File: src/design/vel_pkg.sv
// ----------------------------------------------------------------------------
// vel_pkg
// Shared types, constants and character helpers for the visual escape
// line folder: item classes, the request descriptor and the escape tables.
// ----------------------------------------------------------------------------
package vel_pkg;

    localparam int COLUMN_BITS_DEF = 11;
    localparam int FOLD_W          = 10;
    localparam int QUEUE_DEPTH     = 4;

    localparam logic [FOLD_W-1:0] FOLD_RESET = 10'd72;

    localparam logic [7:0] CH_NL    = 8'h0A;
    localparam logic [7:0] CH_BSL   = 8'h5C;
    localparam logic [7:0] CH_ZERO  = 8'h30;
    localparam logic [7:0] PRINT_LO = 8'd32;
    localparam logic [7:0] PRINT_HI = 8'd126;

    localparam logic CMD_BYTE = 1'b0;
    localparam logic CMD_EOL  = 1'b1;

    typedef enum logic [2:0] {
        KIND_PLAIN  = 3'd0,
        KIND_LETTER = 3'd1,
        KIND_OCTAL  = 3'd2,
        KIND_BSL    = 3'd3,
        KIND_EOL    = 3'd4
    } kind_t;

    // one request as handed from front to back
    typedef struct packed {
        logic       fold;
        kind_t      kind;
        logic [7:0] ch;
    } desc_t;

    typedef struct packed {
        logic full;
        logic empty;
    } q_status_t;

    // letter of a control escape, zero when the byte has none
    function automatic logic [7:0] escape_letter(input logic [7:0] c);
        logic [7:0] l;
        l = 8'h00;
        case (c)
            8'h08:   l = 8'h62;
            8'h09:   l = 8'h74;
            8'h0A:   l = 8'h6E;
            8'h0B:   l = 8'h76;
            8'h0C:   l = 8'h66;
            8'h0D:   l = 8'h72;
            default: l = 8'h00;
        endcase
        return l;
    endfunction

    function automatic kind_t classify(input logic [7:0] c);
        kind_t k;
        if (escape_letter(c) != 8'h00)
            k = KIND_LETTER;
        else if (c < PRINT_LO || c > PRINT_HI)
            k = KIND_OCTAL;
        else if (c == CH_BSL)
            k = KIND_BSL;
        else
            k = KIND_PLAIN;
        return k;
    endfunction

    // characters of the escaped body, also its column width
    function automatic logic [2:0] body_len(input kind_t k);
        logic [2:0] n;
        case (k)
            KIND_PLAIN:  n = 3'd1;
            KIND_LETTER: n = 3'd2;
            KIND_OCTAL:  n = 3'd4;
            KIND_BSL:    n = 3'd2;
            KIND_EOL:    n = 3'd1;
            default:     n = 3'd1;
        endcase
        return n;
    endfunction

endpackage

File: src/design/visual_escape_line_folder.sv
// ----------------------------------------------------------------------------
// visual_escape_line_folder
// Rewrites text bytes in visible escaped form and folds long output lines.
//
//   channel  direction  signals                          carries
//   in       input      in_valid in_ready cmd ch         text byte / end of line
//   out      output     out_valid out_ready out_char last one output character
//   cfg      input      cfg_valid cfg_ready cfg_data     fold width write
//
// one output character per cycle while the output is not stalled;
// an item gives 1 to 5 characters
// the front takes an item each cycle while the 4-entry request queue has room
// reset sets fold width to 72, column to 1 and empties the queue
// an output stall holds the character and fills the queue, then in_ready drops
// ----------------------------------------------------------------------------
module visual_escape_line_folder #(
    parameter int COLUMN_BITS = vel_pkg::COLUMN_BITS_DEF
) (
    input  logic                       clk,
    input  logic                       rst_n,
    input  logic                       in_valid,
    output logic                       in_ready,
    input  logic                       cmd,
    input  logic [7:0]                 ch,
    output logic                       out_valid,
    input  logic                       out_ready,
    output logic [7:0]                 out_char,
    output logic                       last,
    input  logic                       cfg_valid,
    output logic                       cfg_ready,
    input  logic [vel_pkg::FOLD_W-1:0] cfg_data
);

    vel_pkg::q_status_t q_status;
    vel_pkg::desc_t     q_wdata;
    vel_pkg::desc_t     q_rdata;
    logic               q_push;
    logic               q_pop;

    vel_front #(
        .COLUMN_BITS(COLUMN_BITS)
    ) u_front (
        .clk       (clk),
        .rst_n     (rst_n),
        .in_valid  (in_valid),
        .in_ready  (in_ready),
        .cmd       (cmd),
        .ch        (ch),
        .cfg_valid (cfg_valid),
        .cfg_ready (cfg_ready),
        .cfg_data  (cfg_data),
        .q_status  (q_status),
        .q_push    (q_push),
        .q_wdata   (q_wdata)
    );

    vel_queue u_queue (
        .clk    (clk),
        .rst_n  (rst_n),
        .push   (q_push),
        .wdata  (q_wdata),
        .pop    (q_pop),
        .rdata  (q_rdata),
        .status (q_status)
    );

    vel_back u_back (
        .clk       (clk),
        .rst_n     (rst_n),
        .q_status  (q_status),
        .q_rdata   (q_rdata),
        .q_pop     (q_pop),
        .out_valid (out_valid),
        .out_ready (out_ready),
        .out_char  (out_char),
        .last      (last)
    );

endmodule

File: src/design/vel_front.sv
// ----------------------------------------------------------------------------
// vel_front
// Accepts items, classifies each byte, keeps the running column and the
// fold width register, and decides where the output line is broken.
// ----------------------------------------------------------------------------
module vel_front #(
    parameter int COLUMN_BITS = vel_pkg::COLUMN_BITS_DEF
) (
    input  logic                      clk,
    input  logic                      rst_n,
    input  logic                      in_valid,
    output logic                      in_ready,
    input  logic                      cmd,
    input  logic [7:0]                ch,
    input  logic                      cfg_valid,
    output logic                      cfg_ready,
    input  logic [vel_pkg::FOLD_W-1:0] cfg_data,
    input  vel_pkg::q_status_t        q_status,
    output logic                      q_push,
    output vel_pkg::desc_t            q_wdata
);

    localparam int CMP_W = (COLUMN_BITS > vel_pkg::FOLD_W) ? COLUMN_BITS : vel_pkg::FOLD_W;
    localparam logic [COLUMN_BITS-1:0] COL_ONE = {{(COLUMN_BITS-1){1'b0}}, 1'b1};

    logic [vel_pkg::FOLD_W-1:0] fold_width_reg;
    logic [COLUMN_BITS-1:0]     column_reg;
    logic [COLUMN_BITS-1:0]     column_next;
    logic [COLUMN_BITS-1:0]     base;
    logic [COLUMN_BITS:0]       sum;
    logic                       fold_hit;
    vel_pkg::kind_t             kind;

    assign cfg_ready = 1'b1;
    assign in_ready  = !q_status.full;
    assign q_push    = in_valid && in_ready;

    always_comb
    begin
        fold_hit = CMP_W'(column_reg) > CMP_W'(fold_width_reg);
        base     = fold_hit ? '0 : column_reg;
        if (cmd == vel_pkg::CMD_EOL)
            kind = vel_pkg::KIND_EOL;
        else
            kind = vel_pkg::classify(ch);
        sum = {1'b0, base} + (COLUMN_BITS+1)'(vel_pkg::body_len(kind));
        // saturate rather than wrap
        if (cmd == vel_pkg::CMD_EOL)
            column_next = COL_ONE;
        else if (sum[COLUMN_BITS])
            column_next = '1;
        else
            column_next = sum[COLUMN_BITS-1:0];
        q_wdata.fold = (cmd == vel_pkg::CMD_BYTE) && fold_hit;
        q_wdata.kind = kind;
        q_wdata.ch   = ch;
    end

    always_ff @(posedge clk or negedge rst_n)
    begin
        if (!rst_n)
        begin
            fold_width_reg <= vel_pkg::FOLD_RESET;
            column_reg     <= COL_ONE;
        end
        else
        begin
            if (cfg_valid && cfg_ready)
                fold_width_reg <= cfg_data;
            if (q_push)
                column_reg <= column_next;
        end
    end

endmodule

File: src/design/vel_queue.sv
// ----------------------------------------------------------------------------
// vel_queue
// Short request queue between the front and the back.
// ----------------------------------------------------------------------------
module vel_queue (
    input  logic               clk,
    input  logic               rst_n,
    input  logic               push,
    input  vel_pkg::desc_t     wdata,
    input  logic               pop,
    output vel_pkg::desc_t     rdata,
    output vel_pkg::q_status_t status
);

    localparam int AW = $clog2(vel_pkg::QUEUE_DEPTH);
    localparam int CW = $clog2(vel_pkg::QUEUE_DEPTH + 1);
    localparam logic [CW-1:0] DEPTH_C = CW'(vel_pkg::QUEUE_DEPTH);

    vel_pkg::desc_t  slot_reg [vel_pkg::QUEUE_DEPTH];
    logic [AW-1:0]   wr_ptr_reg;
    logic [AW-1:0]   rd_ptr_reg;
    logic [CW-1:0]   count_reg;
    logic [CW-1:0]   count_next;
    logic            do_push;
    logic            do_pop;

    assign status.full  = (count_reg == DEPTH_C);
    assign status.empty = (count_reg == '0);
    assign do_push      = push && !status.full;
    assign do_pop       = pop && !status.empty;
    assign rdata        = slot_reg[rd_ptr_reg];

    always_comb
    begin
        count_next = count_reg;
        if (do_push && !do_pop)
            count_next = count_reg + CW'(1);
        else if (do_pop && !do_push)
            count_next = count_reg - CW'(1);
    end

    always_ff @(posedge clk)
    begin
        if (do_push)
            slot_reg[wr_ptr_reg] <= wdata;
    end

    always_ff @(posedge clk or negedge rst_n)
    begin
        if (!rst_n)
        begin
            wr_ptr_reg <= '0;
            rd_ptr_reg <= '0;
            count_reg  <= '0;
        end
        else
        begin
            if (do_push)
                wr_ptr_reg <= AW'(({1'b0, wr_ptr_reg} + (AW+1)'(1)) % vel_pkg::QUEUE_DEPTH);
            if (do_pop)
                rd_ptr_reg <= AW'(({1'b0, rd_ptr_reg} + (AW+1)'(1)) % vel_pkg::QUEUE_DEPTH);
            count_reg <= count_next;
        end
    end

endmodule

File: src/design/vel_back.sv
// ----------------------------------------------------------------------------
// vel_back
// Expands the request at the head of the queue into output characters,
// one per cycle while the output is not stalled, into the output register.
// ----------------------------------------------------------------------------
module vel_back (
    input  logic               clk,
    input  logic               rst_n,
    input  vel_pkg::q_status_t q_status,
    input  vel_pkg::desc_t     q_rdata,
    output logic               q_pop,
    output logic               out_valid,
    input  logic               out_ready,
    output logic [7:0]         out_char,
    output logic               last
);

    logic [2:0] step_reg;
    logic [2:0] step_next;
    logic       out_valid_reg;
    logic [7:0] out_char_reg;
    logic       last_reg;
    logic       load;
    logic       last_step;
    logic [2:0] total;
    logic [2:0] k;
    logic [7:0] body_char;
    logic [7:0] next_char;

    assign out_valid = out_valid_reg;
    assign out_char  = out_char_reg;
    assign last      = last_reg;

    always_comb
    begin
        total     = vel_pkg::body_len(q_rdata.kind) + {2'b00, q_rdata.fold};
        last_step = (step_reg == total - 3'd1);
        load      = !q_status.empty && (!out_valid_reg || out_ready);
        q_pop     = load && last_step;
        k         = step_reg - {2'b00, q_rdata.fold};

        case (q_rdata.kind)
            vel_pkg::KIND_PLAIN:  body_char = q_rdata.ch;
            vel_pkg::KIND_EOL:    body_char = vel_pkg::CH_NL;
            vel_pkg::KIND_BSL:    body_char = vel_pkg::CH_BSL;
            vel_pkg::KIND_LETTER:
                body_char = (k == 3'd0) ? vel_pkg::CH_BSL : vel_pkg::escape_letter(q_rdata.ch);
            vel_pkg::KIND_OCTAL:
            begin
                case (k)
                    3'd0:    body_char = vel_pkg::CH_BSL;
                    3'd1:    body_char = vel_pkg::CH_ZERO + {6'd0, q_rdata.ch[7:6]};
                    3'd2:    body_char = vel_pkg::CH_ZERO + {5'd0, q_rdata.ch[5:3]};
                    default: body_char = vel_pkg::CH_ZERO + {5'd0, q_rdata.ch[2:0]};
                endcase
            end
            default:              body_char = q_rdata.ch;
        endcase

        // fold newline goes ahead of the body
        next_char = (q_rdata.fold && step_reg == 3'd0) ? vel_pkg::CH_NL : body_char;

        step_next = step_reg;
        if (load)
            step_next = last_step ? 3'd0 : step_reg + 3'd1;
    end

    always_ff @(posedge clk)
    begin
        if (load)
        begin
            out_char_reg <= next_char;
            last_reg     <= last_step;
        end
    end

    always_ff @(posedge clk or negedge rst_n)
    begin
        if (!rst_n)
        begin
            step_reg      <= 3'd0;
            out_valid_reg <= 1'b0;
        end
        else
        begin
            step_reg <= step_next;
            if (load)
                out_valid_reg <= 1'b1;
            else if (out_ready)
                out_valid_reg <= 1'b0;
        end
    end

endmodule

File: config.mk
export PLATFORM = sky130hd
export DESIGN_NAME = visual_escape_line_folder
export DESIGN_NICKNAME = d
export VERILOG_FILES = /design/src/design/vel_pkg.sv /design/src/design/visual_escape_line_folder.sv /design/src/design/vel_front.sv /design/src/design/vel_queue.sv /design/src/design/vel_back.sv
export SDC_FILE = /design/constraint.sdc
export NUM_CORES = 1
export LEC_CHECK = 0
export BUFFER_PORTS_ARGS = -buffer_cell sky130_fd_sc_hd__buf_4
export CAP_MARGIN = 20
export CORE_MARGIN = 1.5
export CORE_UTILIZATION = 45
export DETAILED_ROUTE_END_ITERATION = 7
export HOLD_SLACK_MARGIN = 0.06
export PLACE_DENSITY = 0.61
export SYNTH_ARGS = -nofsm -noshare
export SYNTH_HDL_FRONTEND = slang
export SYNTH_SLANG_ARGS = --single-unit
File: constraint.sdc
create_clock -name clk -period 4.2 [get_ports clk]
set_input_delay 0.63 -clock clk [delete_from_list [all_inputs] [get_ports clk]]
set_output_delay 0.63 -clock clk [all_outputs]
set_load 0.05 [all_outputs]
==> run metrics <==
CTS max path bufs=2; Worst setup EP type=flop; share of the synthesized area in the top cell type=0.381; Setup CP Type=reg2reg; Avg Inst Size Synth=12.2 µm²; CTS Buf Count=9; Max Clock Freq=265 MHz; initial antenna violation count=0; Post-synth top flop=edfxtp_1; YS warnings=0; multi-input logic area=1810 µm²; WL/cell=16.1 µm; EDFF count, synth=57; Area growth syn-to-layout=12.6%; # diodes=0; largest net degree at the start of global routing=33; Clock Tree Root=clkbuf_8; vias per inst=5.43; clock transition at the registers of the reported paths=0.08 ns; CP Launch Type=flop; Fin. Hold Viols=0; Post-Synthesis Cells=368; RSZ-0062 raised after global routing=false; Max transition margin=0.577; leading area contributor after synthesis=edfxtp_1; global-route wire length before repair=14,100 µm; Post-synth top cells=edfxtp_1, nand2_1, inv_1; Post-CTS Setup Bufs=0; Final HPWL DP=6350 µm; Placer Congestion=0.858; wirelength, routed=8750 µm; vias in the first global route=2,847; Worst Path Arrival=4.02 ns; Vias=2,957; Clk Latency, worst-skew pair=0.36 ns; TritonCTS clock tree=built; antenna viol nets, final=0; pwr dens=725 nW/µm²; Hold Crit Class=in2async; Mapped Nets=418; Storage cell area=2520 µm²; max-cap viol count=0; final setup violation count=0; share of cells above drive strength 1=0.184; grt total ovfl=0; Tmin final=3.78 ns; Lkg Pwr=2.03 nW; synthesized area=4490 µm²; clk sink count=89; Starting Density=0.462; port buffer count=34; Placement Rows=36; Fillers=876; Synth cell types=62; hold_buf cts=0; Final Util=0.520; H-Tree Depth=3; global router's overall resource usage=0.179; Pwr Total=3.66 mW; drt drc=0; Pre-antenna DRT Iters=6; register area share after synthesis=0.560; most numerous cell in the Yosys netlist=edfxtp_1; die height=103 µm; Slew Viols, Final=0; post-CTS sizing=0; Post-Place Setup Slack=0.411 ns; final worst path period share=0.899; setup ws final=0.424 ns; crit path max fanout=8; Largest register FFs=48; Final Skew=0.0105 ns; Top-Level Pins=36; Post-Route Setup TNS=0 ns; Nets=458; worst-margin pin slew=0.634 ns; Req. time, crit path=4.45 ns; worst vdd rail ir drop=0.308 mV; Die Area=10,600 µm²; Synth Register Bits=89; status=complete, no violations; Iter 0 DRT Violations=192; Post-synth ARST share=0.360; Area contributors post-synth=edfxtp_1, dfrtp_1, ha_1; Die W=103 µm; core area=9730 µm²
==> metal layers <==
metal	routed length [µm]	GRT usage	vias to the layer above
met5	0	0	-
met4	144	0.0738	0
met3	229	0.0400	14
met2	4090	0.272	52
met1	4290	0.250	1458
li1	-	-	1433
==> placed cells by master (no fill, tap or decap), types with 2 or more instances in the layout <==
cell type  synthesis  layout
a211oi_1           3       3
a21o_1             4       4
a21oi_1           11      11
a22oi_1            2       2
a31oi_1            5       5
and2_1             2       2
and3_1             5       5
buf_4              1      38
clkbuf_8           0       9
clkinv_1           1       2
clkinv_4           0       2
dfrtp_1           29      29
dfstp_2            3       3
edfxtp_1          57      57
fa_1               2       2
ha_1              24      24
inv_1             30      30
mux2_2             2       2
mux4_2            12      12
nand2_1           40      40
nand2b_1           3       3
nand3_1            9       9
nand4_1           10      10
nor2_1            15      15
nor2b_1            6       6
nor3_1             6       6
o211ai_1           3       3
o21ai_0           20      20
o21ai_1            6       6
o22ai_1            3       3
o311ai_1           4       4
or3_1              2       2
xnor2_1            9       9
xor2_1             5       5
==> path summary, 6_finish.rpt <==
path	start	endpoint	slack, ns	cells past startpoint
min	rst_n	u_queue.count_reg[2]$_DFFE_PN0P_	0.20	1
max reg2reg	u_queue.rd_ptr_reg[0]$_DFFE_PN0P_	u_queue.count_reg[1]$_DFFE_PN0P_	0.42	14
max in group asynchronous	rst_n	u_front.column_reg[0]$_DFFE_PN1P_	3.67	1
min in group clk	cfg_data[9]	u_front.fold_width_reg[9]$_DFFE_PN0P_	0.47	3
max	u_queue.rd_ptr_reg[0]$_DFFE_PN0P_	u_queue.count_reg[1]$_DFFE_PN0P_	0.42	14
min reg2reg	u_queue.count_reg[2]$_DFFE_PN0P_	u_queue.count_reg[2]$_DFFE_PN0P_	0.51	1
==> through the flow <==
step	hold slack [ns]	std cells	area [µm²]
global placement	0.487	530	4900
finish	0.199	545	5060
global route	0.212	545	5060
floorplan	0.334	368	4490
CTS	0.201	545	5060
detailed placement	0.500	530	4900
==> cell families (layout without fill, tap and decap cells) <==
logic type	count (synthesis)	in the layout	share of synthesized area
compound gates	72	72	0.103
xor+xnor	15	15	0.0309
buf+inv	41	85	0.0371
fa+ha+maj	27	27	0.0780
other cells	1	1	0.000835
mux	14	14	0.0652
flops	89	89	0.560
simple gates	109	109	0.125
==> area by class of cell <==
cell class | count | share of cell area
Clock buffer | 10 | 0.0252
Clock inverter | 5 | 0.00668
Inverter | 32 | 0.0238
Multi-Input combinational cell | 238 | 0.357
Sequential cell | 89 | 0.498
Tap cell | 133 | 0.0329
Timing Repair Buffer | 38 | 0.0564
==> power breakdown <==
part | total, mW | internal (mW) | leakage (nW) | switching (mW)
sequential | 1.36 | 1.21 | 0.928 | 0.142
combinational | 1.80 | 0.713 | 1.02 | 1.08
clock | 0.513 | 0.211 | 0.0798 | 0.302
==> critical path, cell delays in order (launching register included) <==
cell and delay [ns]:
dfrtp_1 0.58, mux4_2 0.63, nor2b_1 0.19, nand2_1 0.10, nand2_1 0.06, ha_1 0.19, ha_1 0.28, xor2_1 0.19
nand2_1 0.11, nor2_2 0.23, nand2_1 0.14, ha_1 0.24, inv_1 0.07, fa_1 0.39, mux2_2 0.27
Power figures use the tool's default switching activity.
